==> config.mk <==
export PLATFORM = sky130hd
export DESIGN_NAME = bresenham_line_pixel_generator_flat
export DESIGN_NICKNAME = d
export VERILOG_FILES = /design/src/rtl/blpg_pkg.sv /design/src/rtl/blpg_if.sv /design/src/rtl/blpg_walker.sv /design/src/rtl/blpg_pixel_stage.sv /design/src/rtl/bresenham_line_pixel_generator.sv /design/src/flat_wrapper.sv
export SDC_FILE = /design/constraint.sdc
export NUM_CORES = 1
export LEC_CHECK = 0
export ABC_AREA = 1
export BUFFER_PORTS_ARGS = -buffer_cell sky130_fd_sc_hd__buf_2
export CAP_MARGIN = 20
export CORE_ASPECT_RATIO = 0.7
export CORE_MARGIN = 5
export CORE_UTILIZATION = 56
export CTS_CLUSTER_DIAMETER = 100
export DETAILED_ROUTE_END_ITERATION = 8
export PLACE_DENSITY = 0.83
export SETUP_SLACK_MARGIN = 0.05
export SLEW_MARGIN = 20
export SYNTH_ARGS = -nofsm -noshare
export SYNTH_HDL_FRONTEND = slang
export SYNTH_SLANG_ARGS = --single-unit
==> constraint.sdc <==
create_clock -name clk -period 6.4 [get_ports clk]
set_input_delay 0.64 -clock clk [delete_from_list [all_inputs] [get_ports clk]]
set_output_delay 0.64 -clock clk [all_outputs]
set_load 0.01 [all_outputs]
==> src/rtl/blpg_pkg.sv <==
// shared types and constants for the bresenham line pixel generator
package blpg_pkg;

  // item action codes
  typedef enum logic {
    ACT_START = 1'b0,
    ACT_STEP  = 1'b1
  } action_t;

  // configuration register indexes
  localparam int CFG_IDX_W = 2;
  localparam logic [CFG_IDX_W-1:0] REG_FRAME_WIDTH     = 2'd0;
  localparam logic [CFG_IDX_W-1:0] REG_FRAME_HEIGHT    = 2'd1;
  localparam logic [CFG_IDX_W-1:0] REG_USE_BACK_BUFFER = 2'd2;

  // configuration reset values
  localparam int FRAME_WIDTH_RESET  = 1024;
  localparam int FRAME_HEIGHT_RESET = 768;
  localparam logic USE_BACK_BUFFER_RESET = 1'b1;

  // packed argb word
  localparam int CHAN_W = 8;
  localparam int WORD_W = 4 * CHAN_W;

  // control between the walker and the result stage
  typedef struct packed {
    logic emit;  // current item produces a pixel
    logic last;  // that pixel is the line endpoint
  } step_ctrl_t;

endpackage

==> src/rtl/blpg_if.sv <==
// valid/ready channel interfaces for line items and pixel results
interface blpg_item_if #(
  parameter int COORD_BITS = 16
);
  logic                         valid;
  logic                         ready;
  logic                         action;
  logic signed [COORD_BITS-1:0] start_x;
  logic signed [COORD_BITS-1:0] start_y;
  logic signed [COORD_BITS-1:0] end_x;
  logic signed [COORD_BITS-1:0] end_y;
  logic [blpg_pkg::CHAN_W-1:0]  alpha;
  logic [blpg_pkg::CHAN_W-1:0]  red;
  logic [blpg_pkg::CHAN_W-1:0]  green;
  logic [blpg_pkg::CHAN_W-1:0]  blue;

  modport source (output valid, action, start_x, start_y, end_x, end_y,
                  alpha, red, green, blue, input ready);
  modport sink   (input valid, action, start_x, start_y, end_x, end_y,
                  alpha, red, green, blue, output ready);
endinterface

interface blpg_pixel_if #(
  parameter int COORD_BITS = 16,
  parameter int DIM_BITS   = 12
);
  logic                         valid;
  logic                         ready;
  logic signed [COORD_BITS-1:0] pixel_x;
  logic signed [COORD_BITS-1:0] pixel_y;
  logic [2*DIM_BITS-1:0]        pixel_index;
  logic [blpg_pkg::WORD_W-1:0]  pixel_word;
  logic                         write_enable;
  logic                         buffer_select;
  logic                         last;

  modport source (output valid, pixel_x, pixel_y, pixel_index, pixel_word,
                  write_enable, buffer_select, last, input ready);
  modport sink   (input valid, pixel_x, pixel_y, pixel_index, pixel_word,
                  write_enable, buffer_select, last, output ready);
endinterface

==> src/rtl/blpg_walker.sv <==
// bresenham line state and per-item stepping
module blpg_walker #(
  parameter int COORD_BITS = 16
) (
  input  logic                         clk,
  input  logic                         rst,
  input  logic                         take,
  input  logic                         in_valid,
  input  blpg_pkg::action_t            in_action,
  input  logic signed [COORD_BITS-1:0] start_x,
  input  logic signed [COORD_BITS-1:0] start_y,
  input  logic signed [COORD_BITS-1:0] end_x,
  input  logic signed [COORD_BITS-1:0] end_y,
  input  logic [blpg_pkg::WORD_W-1:0]  color,
  output logic signed [COORD_BITS-1:0] pos_x,
  output logic signed [COORD_BITS-1:0] pos_y,
  output logic [blpg_pkg::WORD_W-1:0]  stored_pixel,
  output blpg_pkg::step_ctrl_t         ctrl
);

  localparam int DIFF_W = COORD_BITS + 1;
  localparam int D_W    = COORD_BITS + 2;
  localparam int E_W    = COORD_BITS + 3;
  localparam int E2_W   = COORD_BITS + 4;

  logic                         active;
  logic signed [COORD_BITS-1:0] target_x;
  logic signed [COORD_BITS-1:0] target_y;
  logic signed [D_W-1:0]        delta_x;
  logic signed [D_W-1:0]        delta_y;
  logic                         step_x_negative;
  logic                         step_y_negative;
  logic signed [E_W-1:0]        error_term;

  logic signed [DIFF_W-1:0] diff_x;
  logic signed [DIFF_W-1:0] diff_y;
  logic [DIFF_W-1:0]        abs_x;
  logic [DIFF_W-1:0]        abs_y;
  logic signed [D_W-1:0]    delta_x_next;
  logic signed [D_W-1:0]    delta_y_next;
  logic signed [E2_W-1:0]   e2;
  logic                     move_x;
  logic                     move_y;
  logic signed [E_W-1:0]    error_term_next;
  logic                     at_end;

  always_comb begin
    diff_x = DIFF_W'(end_x) - DIFF_W'(start_x);
    diff_y = DIFF_W'(end_y) - DIFF_W'(start_y);
    abs_x  = diff_x[DIFF_W-1] ? DIFF_W'(-diff_x) : DIFF_W'(diff_x);
    abs_y  = diff_y[DIFF_W-1] ? DIFF_W'(-diff_y) : DIFF_W'(diff_y);
    delta_x_next = $signed(D_W'(abs_x));
    delta_y_next = -$signed(D_W'(abs_y));

    e2     = E2_W'(error_term) <<< 1;
    move_x = e2 >= E2_W'(delta_y);
    move_y = e2 <= E2_W'(delta_x);
    error_term_next = error_term
                      + (move_x ? E_W'(delta_y) : E_W'(0))
                      + (move_y ? E_W'(delta_x) : E_W'(0));

    at_end    = (pos_x == target_x) && (pos_y == target_y);
    ctrl.emit = in_valid && (in_action == blpg_pkg::ACT_STEP) && active;
    ctrl.last = at_end;
  end

  always_ff @(posedge clk) begin
    if (rst) begin
      active <= 1'b0;
    end else if (take) begin
      if (in_action == blpg_pkg::ACT_START) begin
        active <= 1'b1;
      end else if (active && at_end) begin
        active <= 1'b0;
      end
    end
  end

  always_ff @(posedge clk) begin
    if (take) begin
      if (in_action == blpg_pkg::ACT_START) begin
        pos_x           <= start_x;
        pos_y           <= start_y;
        target_x        <= end_x;
        target_y        <= end_y;
        delta_x         <= delta_x_next;
        delta_y         <= delta_y_next;
        step_x_negative <= !(start_x < end_x);
        step_y_negative <= !(start_y < end_y);
        error_term      <= E_W'(delta_x_next) + E_W'(delta_y_next);
        stored_pixel    <= color;
      end else if (active && !at_end) begin
        error_term <= error_term_next;
        if (move_x) begin
          pos_x <= step_x_negative ? pos_x - COORD_BITS'(1) : pos_x + COORD_BITS'(1);
        end
        if (move_y) begin
          pos_y <= step_y_negative ? pos_y - COORD_BITS'(1) : pos_y + COORD_BITS'(1);
        end
      end
    end
  end

  // a start always arms the walker
  a_start_arms: assert property (@(posedge clk) disable iff (rst)
    take && (in_action == blpg_pkg::ACT_START) |=> active)
    else $error("walker not active after start");

  // the endpoint pixel ends the line
  a_last_idles: assert property (@(posedge clk) disable iff (rst)
    take && ctrl.emit && ctrl.last |=> !active)
    else $error("walker still active after endpoint");

  // every inner step moves at least one coordinate
  a_step_moves: assert property (@(posedge clk) disable iff (rst)
    take && ctrl.emit && !ctrl.last |=> (pos_x != $past(pos_x)) || (pos_y != $past(pos_y)))
    else $error("inner step did not move");

endmodule

==> src/rtl/blpg_pixel_stage.sv <==
// clipping, linear index and result register
module blpg_pixel_stage #(
  parameter int COORD_BITS = 16,
  parameter int DIM_BITS   = 12
) (
  input  logic                         clk,
  input  logic                         rst,
  input  logic                         load,
  input  logic signed [COORD_BITS-1:0] pos_x,
  input  logic signed [COORD_BITS-1:0] pos_y,
  input  logic [blpg_pkg::WORD_W-1:0]  stored_pixel,
  input  logic                         last,
  input  logic [DIM_BITS:0]            frame_width,
  input  logic [DIM_BITS:0]            frame_height,
  input  logic                         use_back_buffer,
  output logic                         free,
  blpg_pixel_if.source                 pixel
);

  localparam int IDX_W  = 2 * DIM_BITS;
  localparam int DIM_W  = DIM_BITS + 1;
  localparam int CMP_W  = (COORD_BITS > DIM_W) ? COORD_BITS : DIM_W;
  localparam int PROD_W = COORD_BITS + DIM_W;
  localparam int MUL_W  = (PROD_W > IDX_W) ? PROD_W : IDX_W;

  logic             in_frame;
  logic [MUL_W-1:0] index_full;
  logic [IDX_W-1:0] index_clip;

  always_comb begin
    in_frame = !pos_x[COORD_BITS-1] && !pos_y[COORD_BITS-1]
               && (CMP_W'($unsigned(pos_x)) < CMP_W'(frame_width))
               && (CMP_W'($unsigned(pos_y)) < CMP_W'(frame_height));
    index_full = MUL_W'($unsigned(pos_y)) * MUL_W'(frame_width)
                 + MUL_W'($unsigned(pos_x));
    index_clip = in_frame ? index_full[IDX_W-1:0] : IDX_W'(0);
    free = !pixel.valid || pixel.ready;
  end

  always_ff @(posedge clk) begin
    if (rst) begin
      pixel.valid <= 1'b0;
    end else if (load) begin
      pixel.valid <= 1'b1;
    end else if (pixel.ready) begin
      pixel.valid <= 1'b0;
    end
  end

  always_ff @(posedge clk) begin
    if (load) begin
      pixel.pixel_x       <= pos_x;
      pixel.pixel_y       <= pos_y;
      pixel.pixel_index   <= index_clip;
      pixel.pixel_word    <= stored_pixel;
      pixel.write_enable  <= in_frame;
      pixel.buffer_select <= use_back_buffer;
      pixel.last          <= last;
    end
  end

endmodule

==> src/rtl/bresenham_line_pixel_generator.sv <==
// top level of the bresenham line pixel generator
//
// Rasterizes a line in any octant, one pixel per step beat. A start beat
// (action 0) loads both endpoints and the argb color and yields no pixel;
// each step beat (action 1) then yields one pixel carrying x, y, the linear
// index y*frame_width+x, the packed color, a write enable that is clear
// outside the frame (index then reads zero), the buffer select and a last
// flag on the endpoint pixel. After the endpoint, and before any start,
// step beats are consumed with no pixel. A start replaces any line in
// progress. One beat is accepted per clock, sustained, while the pixel
// channel keeps up; a step beat passes the input register, then the result
// register, on its way to a pixel. The clock is set by the path from the
// walker's position registers through the row*width multiplier and the
// index adder into the result register; the error-term update is a short
// add and compare loop on the walker state. There is no clearing pass after
// reset. Configuration registers take a write on any clock, so write them
// only while no beat is in flight.
module bresenham_line_pixel_generator #(
  parameter int COORD_BITS = 16,
  parameter int DIM_BITS   = 12
) (
  input  logic                             clk,
  input  logic                             rst,
  input  logic                             cfg_we,
  input  logic [blpg_pkg::CFG_IDX_W-1:0]   cfg_index,
  input  logic [DIM_BITS:0]                cfg_data,
  blpg_item_if.sink                        item,
  blpg_pixel_if.source                     pixel
);

  localparam int DIM_W = DIM_BITS + 1;

  // configuration registers
  logic [DIM_W-1:0] frame_width;
  logic [DIM_W-1:0] frame_height;
  logic             use_back_buffer;

  // input register
  logic                         in_valid;
  blpg_pkg::action_t            in_action;
  logic signed [COORD_BITS-1:0] in_start_x;
  logic signed [COORD_BITS-1:0] in_start_y;
  logic signed [COORD_BITS-1:0] in_end_x;
  logic signed [COORD_BITS-1:0] in_end_y;
  logic [blpg_pkg::WORD_W-1:0]  in_color;

  // walker to result stage
  logic signed [COORD_BITS-1:0] pos_x;
  logic signed [COORD_BITS-1:0] pos_y;
  logic [blpg_pkg::WORD_W-1:0]  stored_pixel;
  blpg_pkg::step_ctrl_t         ctrl;
  logic                         out_free;
  logic                         advance;

  // the held beat moves on when it makes no pixel or the result slot opens
  assign advance    = in_valid && (!ctrl.emit || out_free);
  assign item.ready = !in_valid || advance;

  always_ff @(posedge clk) begin
    if (rst) begin
      frame_width     <= DIM_W'(blpg_pkg::FRAME_WIDTH_RESET);
      frame_height    <= DIM_W'(blpg_pkg::FRAME_HEIGHT_RESET);
      use_back_buffer <= blpg_pkg::USE_BACK_BUFFER_RESET;
    end else if (cfg_we) begin
      unique case (cfg_index)
        blpg_pkg::REG_FRAME_WIDTH:     frame_width     <= cfg_data;
        blpg_pkg::REG_FRAME_HEIGHT:    frame_height    <= cfg_data;
        blpg_pkg::REG_USE_BACK_BUFFER: use_back_buffer <= cfg_data[0];
        default: ;  // unmapped index, write dropped
      endcase
    end
  end

  always_ff @(posedge clk) begin
    if (rst) begin
      in_valid <= 1'b0;
    end else if (item.valid && item.ready) begin
      in_valid <= 1'b1;
    end else if (advance) begin
      in_valid <= 1'b0;
    end
  end

  always_ff @(posedge clk) begin
    if (item.valid && item.ready) begin
      in_action  <= blpg_pkg::action_t'(item.action);
      in_start_x <= item.start_x;
      in_start_y <= item.start_y;
      in_end_x   <= item.end_x;
      in_end_y   <= item.end_y;
      in_color   <= {item.alpha, item.red, item.green, item.blue};
    end
  end

  blpg_walker #(
    .COORD_BITS (COORD_BITS)
  ) u_walker (
    .clk          (clk),
    .rst          (rst),
    .take         (advance),
    .in_valid     (in_valid),
    .in_action    (in_action),
    .start_x      (in_start_x),
    .start_y      (in_start_y),
    .end_x        (in_end_x),
    .end_y        (in_end_y),
    .color        (in_color),
    .pos_x        (pos_x),
    .pos_y        (pos_y),
    .stored_pixel (stored_pixel),
    .ctrl         (ctrl)
  );

  blpg_pixel_stage #(
    .COORD_BITS (COORD_BITS),
    .DIM_BITS   (DIM_BITS)
  ) u_pixel_stage (
    .clk             (clk),
    .rst             (rst),
    .load            (advance && ctrl.emit),
    .pos_x           (pos_x),
    .pos_y           (pos_y),
    .stored_pixel    (stored_pixel),
    .last            (ctrl.last),
    .frame_width     (frame_width),
    .frame_height    (frame_height),
    .use_back_buffer (use_back_buffer),
    .free            (out_free),
    .pixel           (pixel)
  );

endmodule

==> src/flat_wrapper.sv <==
// flat-port wrapper written by rule: the top's interface ports become plain ports
module bresenham_line_pixel_generator_flat 
#(
  parameter int COORD_BITS = 16,
  parameter int DIM_BITS   = 12
)
  (clk, rst, cfg_we, cfg_index, cfg_data, item_valid, item_action, item_start_x, item_start_y, item_end_x, item_end_y, item_alpha, item_red, item_green, item_blue, item_ready, pixel_valid, pixel_pixel_x, pixel_pixel_y, pixel_pixel_index, pixel_pixel_word, pixel_write_enable, pixel_buffer_select, pixel_last, pixel_ready);
  blpg_item_if #(.COORD_BITS(COORD_BITS)) item_i ();
  blpg_pixel_if #(.COORD_BITS(COORD_BITS), .DIM_BITS(DIM_BITS)) pixel_i ();
  input  logic clk;
  input  logic rst;
  input  logic cfg_we;
  input  logic [blpg_pkg::CFG_IDX_W-1:0] cfg_index;
  input  logic [DIM_BITS:0] cfg_data;
  input wire logic [$bits(item_i.valid)-1:0] item_valid;
  input wire logic [$bits(item_i.action)-1:0] item_action;
  input wire logic [$bits(item_i.start_x)-1:0] item_start_x;
  input wire logic [$bits(item_i.start_y)-1:0] item_start_y;
  input wire logic [$bits(item_i.end_x)-1:0] item_end_x;
  input wire logic [$bits(item_i.end_y)-1:0] item_end_y;
  input wire logic [$bits(item_i.alpha)-1:0] item_alpha;
  input wire logic [$bits(item_i.red)-1:0] item_red;
  input wire logic [$bits(item_i.green)-1:0] item_green;
  input wire logic [$bits(item_i.blue)-1:0] item_blue;
  output wire logic [$bits(item_i.ready)-1:0] item_ready;
  output wire logic [$bits(pixel_i.valid)-1:0] pixel_valid;
  output wire logic [$bits(pixel_i.pixel_x)-1:0] pixel_pixel_x;
  output wire logic [$bits(pixel_i.pixel_y)-1:0] pixel_pixel_y;
  output wire logic [$bits(pixel_i.pixel_index)-1:0] pixel_pixel_index;
  output wire logic [$bits(pixel_i.pixel_word)-1:0] pixel_pixel_word;
  output wire logic [$bits(pixel_i.write_enable)-1:0] pixel_write_enable;
  output wire logic [$bits(pixel_i.buffer_select)-1:0] pixel_buffer_select;
  output wire logic [$bits(pixel_i.last)-1:0] pixel_last;
  input wire logic [$bits(pixel_i.ready)-1:0] pixel_ready;
  assign item_i.valid = item_valid;
  assign item_i.action = item_action;
  assign item_i.start_x = item_start_x;
  assign item_i.start_y = item_start_y;
  assign item_i.end_x = item_end_x;
  assign item_i.end_y = item_end_y;
  assign item_i.alpha = item_alpha;
  assign item_i.red = item_red;
  assign item_i.green = item_green;
  assign item_i.blue = item_blue;
  assign item_ready = item_i.ready;
  assign pixel_valid = pixel_i.valid;
  assign pixel_pixel_x = pixel_i.pixel_x;
  assign pixel_pixel_y = pixel_i.pixel_y;
  assign pixel_pixel_index = pixel_i.pixel_index;
  assign pixel_pixel_word = pixel_i.pixel_word;
  assign pixel_write_enable = pixel_i.write_enable;
  assign pixel_buffer_select = pixel_i.buffer_select;
  assign pixel_last = pixel_i.last;
  assign pixel_i.ready = pixel_ready;
  bresenham_line_pixel_generator #(.COORD_BITS(COORD_BITS), .DIM_BITS(DIM_BITS)) u_core (.clk(clk), .rst(rst), .cfg_we(cfg_we), .cfg_index(cfg_index), .cfg_data(cfg_data), .item(item_i), .pixel(pixel_i));
endmodule
==> summary.txt, run 1 <==
Clocking
  – Setup bufs post-CTS: 0
  – # clock sinks: 370
  – Root Buffer: clkbuf_16
  – Clock Pin Slew Worst Setup and Hold Paths: 0.06 ns
  – CTS max path bufs: 3
  – CTS Hold Bufs: 0
  – Htree depth: 2
  – Worst skew pair latency: 0.57 ns
  – CTS buffer count: 38
  – CTS tree: done

Route
  – Vias per inst: roughly 5.5
  – Starting DRC count in detailed routing: about 1800
  – # DRC: 0
  – DR pass1 iterations: 6
  – Total number of vias: 19700
  – Post-DRT Antenna Nets: 0
  – Drt total wl: 68.3 mm
  – DR WL/cell: between 15 and 20 um

Synth
  – Sequential-to-total area share from yosys stat: 0.412
  – Distinct cells, synth: 63
  – Mapped Area: 26200 sq um
  – Main synth FF type: edfxtp_1
  – FFs w/ async S/R, synth: 0
  – Syn_area_per_cell: 9.78 sq um
  – Most frequent cells after synthesis: 542 x nand2_1, 511 x inv_1, 340 x edfxtp_1
  – Syn nets: 3207
  – Synth Register Bits: 370
  – Number of flops mapped to enable cells by yosys: 340
  – Ranking of synthesized cells by area: edfxtp_1 39%, fa_1 14%, ha_1 11%, nand2_1 7.8%, inv_1 7.3%
  – Cell taking the most area after synthesis: edfxtp_1
  – Number of synthesis warnings: 0
  – Top-count cell post-synth: nand2_1
  – Synth top area share: 0.389
  – Mapped Cells: approximately 2700

Setup path
  – Critical path arrival: 6.35 ns
  – WP data required: between 6 and 7 ns
  – Crit-path max FO: 9
  – Reg2reg end: u_core.u_walker.error_term[18]
  – Critical path's largest stage delay: 0.50 ns
  – Critical Path Most Common Cell: nand2_1
  – CP Class: flip-flop to flip-flop
  – Cells on worst reg2reg path: 32
  – Crit path launch type: flip-flop
  – Worst reg-to-reg setup slack: 0.36 ns
  – Slowest cell on the critical path: fa_1
  – Worst r2r src: u_core.u_walker.error_term[18]
  – CP Capture Type: flip-flop

STA
  – Slew Limit Fails: 0
  – Final hold viol count: 0
  – Unrepaired setup endpoints after global routing: false
  – Fmax: 166 MHz
  – Crit path time final: 6.04 ns
  – Slew @ Worst Pin: 1.06 ns
  – Count of final setup violators: 0
  – Clk_skew: 0.0281 ns
  – Final worst slack: 0.360 ns
  – Slew HR: 0.288
  – Post-route clock period utilization: 0.944

Global routing
  – First-pass GRT wire length: 107 mm
  – Routing usage on met3: 0.0566
  – Vias in the first global route: 19600
  – Met2 usage: 0.402
  – GRT Residual Overflow: 0
  – Tot GR Track Use: 0.265
  – Largest net degree at the start of global routing: 97
  – Initial antenna violation count: 0
  – Busiest layer in global routing: met2
  – Met1 GRT Util: 0.394

Die
  – Core Area: 46400 sq um
  – Die X: approximately 270 um
  – Die H: ~190 um
  – Die ar.: 51400 sq um
  – IO Pins: 210
  – Row count: 66
  – Initial Utilization: 0.566

Status
  – Outcome: finished clean

Power
  – Switching pwr: 0.00316 W
  – Pwr dens: between 200 and 300 nW/um^2
  – Pwr Total: 0.00850 W
  – P_int: 0.00535 W
  – Net Sw Frac: 0.371
  – Logic pwr share: 0.388
  – Reg power frac: 0.346
  – Clock power frac: 0.266
  – P_leak: 14.0 nW
  – Worst-case vdd ir drop: 247 uV

Cells and area
  – P&R area growth vs syn: 12.8%
  – # diodes: 0
  – Layout Nets: 3450
  – Layout cell share with drive strength beyond 1: 0.141
  – Fin util: 0.638

Hold path
  – Hold Crit Depth: 1
  – Hold wc startpoint: item_end_x[9]
  – Hold WC Path Type: primary input to flip-flop
  – WHS Endpoint: u_core.in_end_x[9]

Place
  – Pre-CTS WS: -0.0901 ns
  – RD Place Congestion: 0.940
  – DP HPWL: 53.1 mm
  – PortBufs: 209

Job
  – Maxcap violations: 0
==> timing repair <==
action                                  4_1_cts  5_1_grt
pin swaps                                     0        1
resized for setup                             2       22
endpoints found under the setup margin        3        9
==> logic make-up (layout without fill, tap and decap cells) <==
| family | Yosys count | count (layout) | synth area share |
|---|---|---|---|
| simple gates | 835 | 835 | 0.139 |
| buf+inv | 579 | 852 | 0.0833 |
| fa+ha+maj | 406 | 406 | 0.245 |
| flops | 370 | 370 | 0.412 |
| compound gates | 364 | 364 | 0.0764 |
| xor+xnor | 129 | 129 | 0.0436 |
| mux | 1 | 1 | 0.000381 |
==> metrics by stage <==
step	cells	area [sq um]	hold WS, ns	TNS [ns]
global route	3569	29600	0.228	0
global placement	3499	28300	0.400	0
CTS	3569	29600	0.225	0
floorplan	2684	26200	0.400	0
detailed placement	3499	28300	0.405	-0.0901
finish	3569	29600	0.248	0
==> cell usage in the layout, fill, tap and decap left out, types with 7 or more instances in the layout <==
cell type  count
a21oi_1      162
a31oi_1        7
buf_2        209
buf_4         51
clkbuf_16     38
clkinv_1       7
dfxtp_1       28
edfxtp_1     340
fa_1         181
ha_1         224
inv_1        510
nand2_1      542
nand2_2       21
nand3_1       66
nand3b_1       9
nand4_1       17
nor2_1       104
nor2_2         7
nor3_1        13
o211ai_1       7
o21a_1         7
o21ai_0      114
o21ai_1       13
o21bai_1       8
or2_2         18
xnor2_1       49
xor2_1        78
==> registers in the layout, summed over array words and instances, names as in the netlist, 13 cells and up <==
name / flops
u_core.in_start_y: 16
u_core.u_walker.delta_x: 17
u_core.u_walker.target_x: 16
u_core.frame_height: 13
u_core.u_pixel_stage.pixel.pixel_index: 24
u_core.in_end_x: 16
u_core.u_pixel_stage.pixel.pixel_y: 16
u_core.u_walker.target_y: 16
u_core.u_pixel_stage.pixel.pixel_x: 16
u_core.u_walker.delta_y: 18
u_core.u_walker.pos_y: 16
u_core.u_walker.error_term: 19
u_core.in_end_y: 16
u_core.u_pixel_stage.pixel.pixel_word: 32
u_core.frame_width: 13
u_core.u_walker.stored_pixel: 32
u_core.in_start_x: 16
u_core.u_walker.pos_x: 16
u_core.in_color: 32
==> cell type report <==
type / instances / area (sq um)
Sequential cell: 370 / 10800
Clock buffer: 46 / 1000
Tap cell: 612 / 766
Clock inverter: 24 / 255
Multi-Input combinational cell: 1735 / 13300
Timing Repair Buffer: 264 / 1500
Fill cell: 3686 / 16800
Inverter: 518 / 1950
==> per-layer routing <==
layer,vias up,part of all wire,wire [um]
li1,9185,-,-
met1,9440,0.43,29100
met2,959,0.44,30100
met3,111,0.11,7430
met4,0,0.024,1650
met5,-,0,0
==> worst max-delay path by stage <==
stage / slack (ns) / to / cells past startpoint / start
after global routing: 0.01 / u_core.u_walker.error_term[18] / 32 / u_core.u_walker.error_term[18]
after floorplan: 0.28 / u_core.u_pixel_stage.pixel.pixel_index[23] / 27 / u_core.frame_width[3]
after detailed placement: -0.09 / u_core.u_pixel_stage.pixel.pixel_index[22] / 20 / u_core.frame_width[1]
after CTS: 0.04 / u_core.u_pixel_stage.pixel.pixel_index[22] / 20 / u_core.frame_width[1]
after global placement: 0.12 / u_core.u_pixel_stage.pixel.pixel_index[22] / 20 / u_core.frame_width[3]
final: 0.36 / u_core.u_walker.error_term[18] / 32 / u_core.u_walker.error_term[18]
==> critical path, delay by kind of cell, from the launching register on <==
family / cells / cell delay, ns
AO/OA/AOI/OAI: 8 / 1.54
buffers and inverters: 3 / 0.42
XOR/XNOR: 1 / 0.15
flip-flops: 1 / 0.46
AND/OR/NAND/NOR: 17 / 2.14
adder cells (fa/ha/maj): 3 / 1.10
==> power by group through the flow <==
stage | clock [W] | sequential [W] | combinational [W]
floorplan | 0 | 0.00295 | 0.00236
CTS | 0.00231 | 0.00294 | 0.00322
global placement | 0 | 0.00299 | 0.00304
finish | 0.00226 | 0.00294 | 0.00330
detailed placement | 0 | 0.00299 | 0.00317
global route | 0.00242 | 0.00295 | 0.00372
Note: power is estimated with default switching activity, not from simulation.
==> run 2, diff against run 1 <==
Settings changed: RECOVER_POWER set to 100.
==> run 2 against run 1 <==
The run now ends with capacitance limit, slew limit left. Sequential power is essentially flat. Critical path depth decreased by 5. Cell area down 1.1%. Flip-flop and latch count unchanged. Clock skew is 0.0012 ns lower. Setup slack got worse by 0.027 ns. Critical path type unchanged. Largest power group unchanged.
==> summary.txt, run 2 (synthesized netlist as in run 1, its figures left out) <==
Status
  – Outcome: finished, violations left
  – Failing checks: capacitance limit, slew limit

Power
  – Worst-case vdd ir drop: 251 uV (+1.3%)
  – P_leak: 13.6 nW (-2.8%)
  – Pwr Total: 0.00848 W (-0.23%)
  – Pwr dens: 290 nW/um^2 (+0.83%)

STA
  – Slew HR: -1.12 (-1.40)
  – Worst hold slack: 0.248 ns (+0.000342 ns)
  – Slew @ Worst Pin: 3.17 ns (+2.11 ns)
  – Setup TNS: 0 ns (unchanged)
  – Crit path time final: 6.07 ns (+0.0267 ns)
  – Clk_skew: 0.0270 ns (-0.00118 ns)
  – Slew Limit Fails: 417 (+417)
  – Fmax: 165 MHz (-0.44%)
  – Count of final setup violators: 0 (unchanged)
  – Final hold viol count: 0 (unchanged)
  – Post-route clock period utilization: 0.948 (+0.00417)

Cells and area
  – Layout Nets: 3450 (unchanged)
  – Most frequent cells in the layout: 545 x nand2_1, 510 x inv_1, 340 x edfxtp_1, 224 x ha_1, 181 x fa_1
  – # diodes: 0 (unchanged)
  – Leading registers by flop count: u_core.in_color: 32 flops, u_core.u_pixel_stage.pixel.pixel_word: 32 flops, u_core.u_walker.stored_pixel: 32 flops
  – P&R area growth vs syn: 11.6%
  – Layout fillers: 3774 (+2.4%)
  – Layout cell share with drive strength beyond 1: 0.0947 (-0.0460)
  – Area of the multi-input gates: 13200 sq um (-0.72%)
  – Commonest non-fill, non-tap cell in the layout: nand2_1
  – Storage cell area: 10800 sq um (unchanged)

Global routing
  – Met2 usage: 0.402 (unchanged)
  – GRT Residual Overflow: 0 (unchanged)
  – Vias in the first global route: 19600 (unchanged)
  – Tot GR Track Use: 0.265 (unchanged)
  – First-pass GRT wire length: 107 mm (unchanged)
  – Routing usage on met3: 0.0566 (unchanged)
  – Initial antenna violation count: 0 (unchanged)
  – Busiest layer in global routing: met2
  – Met1 GRT Util: 0.394 (unchanged)
  – Largest net degree at the start of global routing: 97 (unchanged)

Place
  – DP HPWL: 53.1 mm (unchanged)
  – RD Place Congestion: 0.940 (unchanged)
  – PortBufs: 209 (unchanged)

Hold path
  – Hold WC Path Type: primary input to flip-flop

Clocking
  – CTS tree: done
  – Htree depth: 2 (unchanged)
  – Worst skew pair latency: 0.57 ns (about the same)
  – Clock Pin Slew Worst Setup and Hold Paths: 0.06 ns (about the same)
  – CTS max path bufs: 3 (unchanged)
  – # clock sinks: 370 (unchanged)
  – CTS buffer count: 38 (unchanged)
  – Root Buffer: clkbuf_16

Setup path
  – WP data required: 6.70 ns (about the same)
  – Critical path's largest stage delay: 0.53 ns (+0.03 ns)
  – CP Capture Type: flip-flop
  – Critical Path Most Common Cell: nand2_1
  – CP Class: flip-flop to flip-flop
  – Slowest cell on the critical path: fa_1
  – Crit path launch type: flip-flop
  – Crit-path max FO: 16 (+7)
  – Critical path arrival: 6.36 ns (about the same)

Route
  – DR pass1 iterations: 7 (+1)
  – Total number of vias: 19700 (-0.10%)
  – Post-DRT Antenna Nets: 0 (unchanged)
  – DR WL/cell: 19.2 um (+0.28%)
  – Vias per inst: 5.51 (-0.10%)
  – Drt total wl: 68.5 mm (+0.28%)
  – Starting DRC count in detailed routing: 1798 (+0.056%)
  – # DRC: 0 (unchanged)

Die
  – Die H: 191 um (unchanged)
  – IO Pins: 210 (unchanged)
  – Row count: 66 (unchanged)
  – Die ar.: 51400 sq um (unchanged)
  – Die X: 269 um (unchanged)
  – Core Area: 46400 sq um (unchanged)
  – Initial Utilization: 0.566 (unchanged)

Job
  – Maxcap violations: 8 (+8)
[run 2: cell types whose count changed in the layout (fill, tap and decap cells not counted), moves of 3 or more]
| cell | change |
|---|---|
| clkbuf_2 | +3 |
| nand3_1 | +4 |
| o21ai_0 | +4 |
| clkbuf_1 | +117 |
| buf_4 | -15 |
| nand2_2 | -3 |
| nand2_1 | +3 |
| nor2_1 | +5 |
| buf_2 | -104 |
[run 2: power by group]
| group | internal [W] | total, W | switching, W |
|---|---|---|---|
| sequential | 0.00283 | 0.00295 | 0.000116 |
| combinational | 0.00124 | 0.00327 | 0.00203 |
| clock | 0.00126 | 0.00226 | 0.00100 |
| total | 0.00534 | 0.00848 | 0.00314 |
[run 2: final timing paths]
check | startpoint | to | slack (ns) | cells after the start
worst min register to register | u_core.u_walker.stored_pixel[19] | u_core.u_pixel_stage.pixel.pixel_word[19] | 0.41 | 0
worst min-delay path | item_end_x[9] | u_core.in_end_x[9] | 0.25 | 1
worst max register to register | u_core.u_walker.pos_y[4] | u_core.u_pixel_stage.pixel.pixel_index[23] | 0.33 | 27
worst max-delay path | u_core.u_walker.pos_y[4] | u_core.u_pixel_stage.pixel.pixel_index[23] | 0.33 | 27
[run 2: critical path, delay by kind of cell (launching register included)]
kind / cells / cell delay (ns)
adder cells (fa/ha/maj): 7 / 2.97
buffers and inverters: 4 / 0.46
flip-flops: 1 / 0.36
AND/OR/NAND/NOR: 9 / 0.92
AO/OA/AOI/OAI: 7 / 1.10
[run 2: area by class of cell]
cell class / count / share of cell area
tap: 612 / 0.0261
sequential: 370 / 0.369
multi-input combinational: 1735 / 0.451
clock buffer: 46 / 0.0342
clock inverter: 24 / 0.00871
timing repair buffer: 264 / 0.0439
inverter: 518 / 0.0665
[run 2: repair_timing]
item	in CTS	in global routing
hold buffers	0	0
pin swaps	0	1
setup endpoints to repair	3	9
gates cloned	0	0
setup buffers	0	0
resized for setup	2	22
[run 2: metal layers]
metal  wire length [um]  vias to the layer above
li1                   -                     9186
met5                  0                        -
met3               7110                      123
met4               1760                        0
met2              30200                      929
met1              29400                     9437
[run 2: metrics by stage]
step,setup WS [ns],utilization,cell area [sq um],cells
6_report,0.334,0.631,29300,3569
5_1_grt,-0.0101,0.631,29300,3569
4_1_cts,0.0363,0.637,29600,3569
3_5_place_dp,-0.0901,0.610,28300,3499
3_3_place_gp,0.120,0.610,28300,3499
2_1_floorplan,0.277,-,26200,2684
==> run 3, diff against run 2 <==
Settings changed: ABC_AREA 1 to 0.
==> run 3 against run 2 <==
The flow still finishes with violations (capacitance limit, slew limit). Largest power group unchanged. Critical endpoint is now u_core.u_walker.error_term[18]. Die area increased by 1.2%. Global-route usage grew 1.5 points. Setup slack lost 0.041 ns. First-iteration DRC count up 32%. Hold slack worse by 0.015 ns. Cell area increased by 4.4%. Non-clock buffer count up 107.
==> summary.txt, run 3 <==
Die
  – Die H: 192 um (+0.57%)
  – Row count: 66 (unchanged)
  – Die ar.: 52000 sq um (+1.2%)
  – IO Pins: 210 (unchanged)
  – Core Area: 46700 sq um (+0.53%)
  – Die X: 270 um (+0.58%)
  – Initial Utilization: 0.569 (+0.00381)

Clocking
  – # clock sinks: 370 (unchanged)
  – CTS Hold Bufs: 0 (unchanged)
  – Htree depth: 2 (unchanged)
  – Root Buffer: clkbuf_16
  – CTS tree: done
  – CTS buffer count: 39 (+2.6%)
  – CTS max path bufs: 3 (unchanged)
  – Clock Pin Slew Worst Setup and Hold Paths: 0.06 ns (about the same)
  – Worst skew pair latency: 0.58 ns (about the same)

Setup path
  – Slowest cell on the critical path: fa_1
  – Critical Path Most Common Cell: a21o_1
  – Worst Setup SP: u_core.u_walker.error_term[4]
  – Cells on worst reg2reg path: 28 (+3.7%)
  – Critical path's largest stage delay: 0.46 ns (-0.07 ns)
  – CP Capture Type: flip-flop
  – WP data required: 6.69 ns (about the same)
  – Crit-path max FO: 14 (-2)
  – Crit path launch type: flip-flop
  – CP Class: flip-flop to flip-flop
  – Worst r2r src: u_core.u_walker.error_term[4]
  – Critical path arrival: 6.39 ns (+0.03 ns)
  – Crit-path leading delay family: compound AO/OA/AOI/OAI gates
  – WP buf/inv: 4 (unchanged)
  – Critical Path Stages: 28 (+3.7%)

Hold path
  – Hold wc startpoint: item_end_y[10]
  – Hold Crit Depth: 1 (unchanged)
  – Hold WC Path Type: primary input to flip-flop

Place
  – Placed cell area: 29200 sq um (+3.2%)
  – RD Place Congestion: 0.963 (+2.4%)
  – PortBufs: 209 (unchanged)
  – DP HPWL: 56.7 mm (+6.8%)

Cells and area
  – Fin util: 0.655 (+0.0240)
  – Leading registers by flop count: u_core.in_color: 32 flops, u_core.u_pixel_stage.pixel.pixel_word: 32 flops, u_core.u_walker.stored_pixel: 32 flops
  – Most frequent cells in the layout: 340 x edfxtp_1, 320 x inv_1, 263 x nand2_1, 224 x ha_1, 180 x fa_1
  – Layout cell share with drive strength beyond 1: 0.144 (+0.0489)
  – P&R area growth vs syn: 15.1%
  – Commonest non-fill, non-tap cell in the layout: edfxtp_1
  – Layout Nets: 3321 (-3.7%)
  – Final instance area: 30600 sq um (+4.4%)
  – Layout fillers: 3563 (-5.6%)
  – # diodes: 0 (unchanged)

STA
  – Final hold viol count: 0 (unchanged)
  – Clk_skew: 0.0209 ns (-0.00601 ns)
  – Count of final setup violators: 0 (unchanged)
  – Post-route clock period utilization: 0.954 (+0.00641)
  – Slew Limit Fails: 246 (-41%)
  – Slew HR: -1.71 (-0.591)
  – Fmax: 164 MHz (-0.67%)
  – Crit path time final: 6.11 ns (+0.0410 ns)
  – Slew @ Worst Pin: 4.06 ns (+0.884 ns)
  – Unrepaired setup endpoints after global routing: true
  – Worst hold slack: 0.234 ns (-0.0146 ns)

Route
  – Drt total wl: 73.5 mm (+7.3%)
  – DR pass1 iterations: 7 (unchanged)
  – DR WL/cell: 21.4 um (+11%)
  – Vias per inst: 5.86 (+6.3%)
  – Total number of vias: 20200 (+2.4%)
  – Post-DRT Antenna Nets: 0 (unchanged)
  – # DRC: 0 (unchanged)
  – Starting DRC count in detailed routing: 2371 (+32%)

Synth
  – Most frequent cells after synthesis: 340 x edfxtp_1, 323 x inv_1, 263 x nand2_1
  – Mapped Cells: 2457 (-8.5%)
  – Number of flops mapped to enable cells by yosys: 340 (unchanged)
  – Distinct cells, synth: 97 (+54%)
  – Synth Register Bits: 370 (unchanged)
  – FFs w/ async S/R, synth: 0 (unchanged)
  – Syn_area_per_cell: 10.8 sq um (+11%)
  – Synth top area share: 0.384 (-0.00465)
  – Mapped Area: 26600 sq um (+1.2%)
  – Main synth FF type: edfxtp_1
  – Cell taking the most area after synthesis: edfxtp_1
  – Top-count cell post-synth: edfxtp_1
  – Ranking of synthesized cells by area: edfxtp_1 38%, fa_1 14%, ha_1 11%, inv_1 4.6%, xnor2_1 3.7%
  – Number of synthesis warnings: 0 (unchanged)
  – Sequential-to-total area share from yosys stat: 0.407 (-0.00493)
  – Syn nets: 2980 (-7.1%)

Global routing
  – Tot GR Track Use: 0.280 (+0.0154)
  – First-pass GRT wire length: 114 mm (+6.6%)
  – Vias in the first global route: 20100 (+2.8%)
  – GRT Residual Overflow: 0 (unchanged)
  – Initial antenna violation count: 3 (+3)
  – Largest net degree at the start of global routing: 96 (-1.0%)

Job
  – Maxcap violations: 5 (-3)

Status
  – Outcome: finished, violations left
  – Failing checks: capacitance limit, slew limit

Power
  – Pwr dens: 317 nW/um^2 (+9.4%)
  – Worst-case vdd ir drop: 196 uV (-22%)
  – P_leak: 12.9 nW (-5.4%)
==> run 3: cell count changes after synthesis, sizes merged, moves of 24 or more <==
cell / delta
inv: -192
and2: +56
nand3: -40
nand2: -303
nand2b: +24
a21oi: -47
xnor2: +67
xor2: -27
a21o: +40
o21ai: -45
nor2: +27
==> run 3: where the power goes <==
| group | switching [W] | internal [W] |
|---|---|---|
| sequential | 0.000129 | 0.00292 |
| combinational | 0.00250 | 0.00194 |
| clock | 0.00101 | 0.00118 |
| total | 0.00364 | 0.00604 |
==> run 3: final cells by class <==
type	instances	area, sq um	share of cell area
Tap cell	612	766	0.0251
Timing Repair Buffer	371	2150	0.0704
Multi-Input combinational cell	1692	14400	0.472
Clock buffer	48	1010	0.0330
Sequential cell	370	10800	0.354
Inverter	324	1220	0.0398
Clock inverter	22	178	0.00581
==> run 3: path summary, 6_finish.rpt <==
check,endpoint,slack [ns]
max,u_core.u_walker.error_term[18],0.29
min reg2reg,u_core.u_walker.stored_pixel[17],0.41
min,u_core.in_end_y[10],0.23
max reg2reg,u_core.u_walker.error_term[18],0.29
==> run 3: stage by stage <==
stage	worst slack [ns]	instances	setup TNS, ns	power, W
3_3_place_gp	-0.0144	3350	-0.0144	0.00709
6_report	0.293	3439	0	0.00968
3_5_place_dp	-0.0340	3350	-0.0340	0.00723
2_1_floorplan	0.0734	2457	0	0.00591
4_1_cts	0.0516	3422	0	0.00948
5_1_grt	-0.0258	3439	-0.0628	0.0102
==> run 3: repair_timing <==
item	4_1_cts	5_1_grt
buffers inserted	2	16
pin swaps	2	19
resized for setup	3	46
endpoints found under the setup margin	5	11
cloned	0	1
==> run 3: layer usage <==
layer | share of wire | global-route usage | vias to the layer above
met5 | 0.00034 | 0 | -
met3 | 0.11 | 0.0654 | 143
li1 | - | - | 9145
met2 | 0.42 | 0.413 | 984
met4 | 0.026 | 0.0734 | 4
met1 | 0.44 | 0.421 | 9878
==> run 3: kinds of logic (layout without fill, tap and decap cells) <==
group	count (synthesis)	after routing	synth area share
AND/OR/NAND/NOR	684	684	0.125
multiplexers	18	18	0.00707
adder cells (fa/ha/maj)	407	407	0.243
AO/OA/AOI/OAI	413	414	0.103
flip-flops	370	370	0.407
buffers and inverters	396	765	0.0580
XOR/XNOR	169	169	0.0569
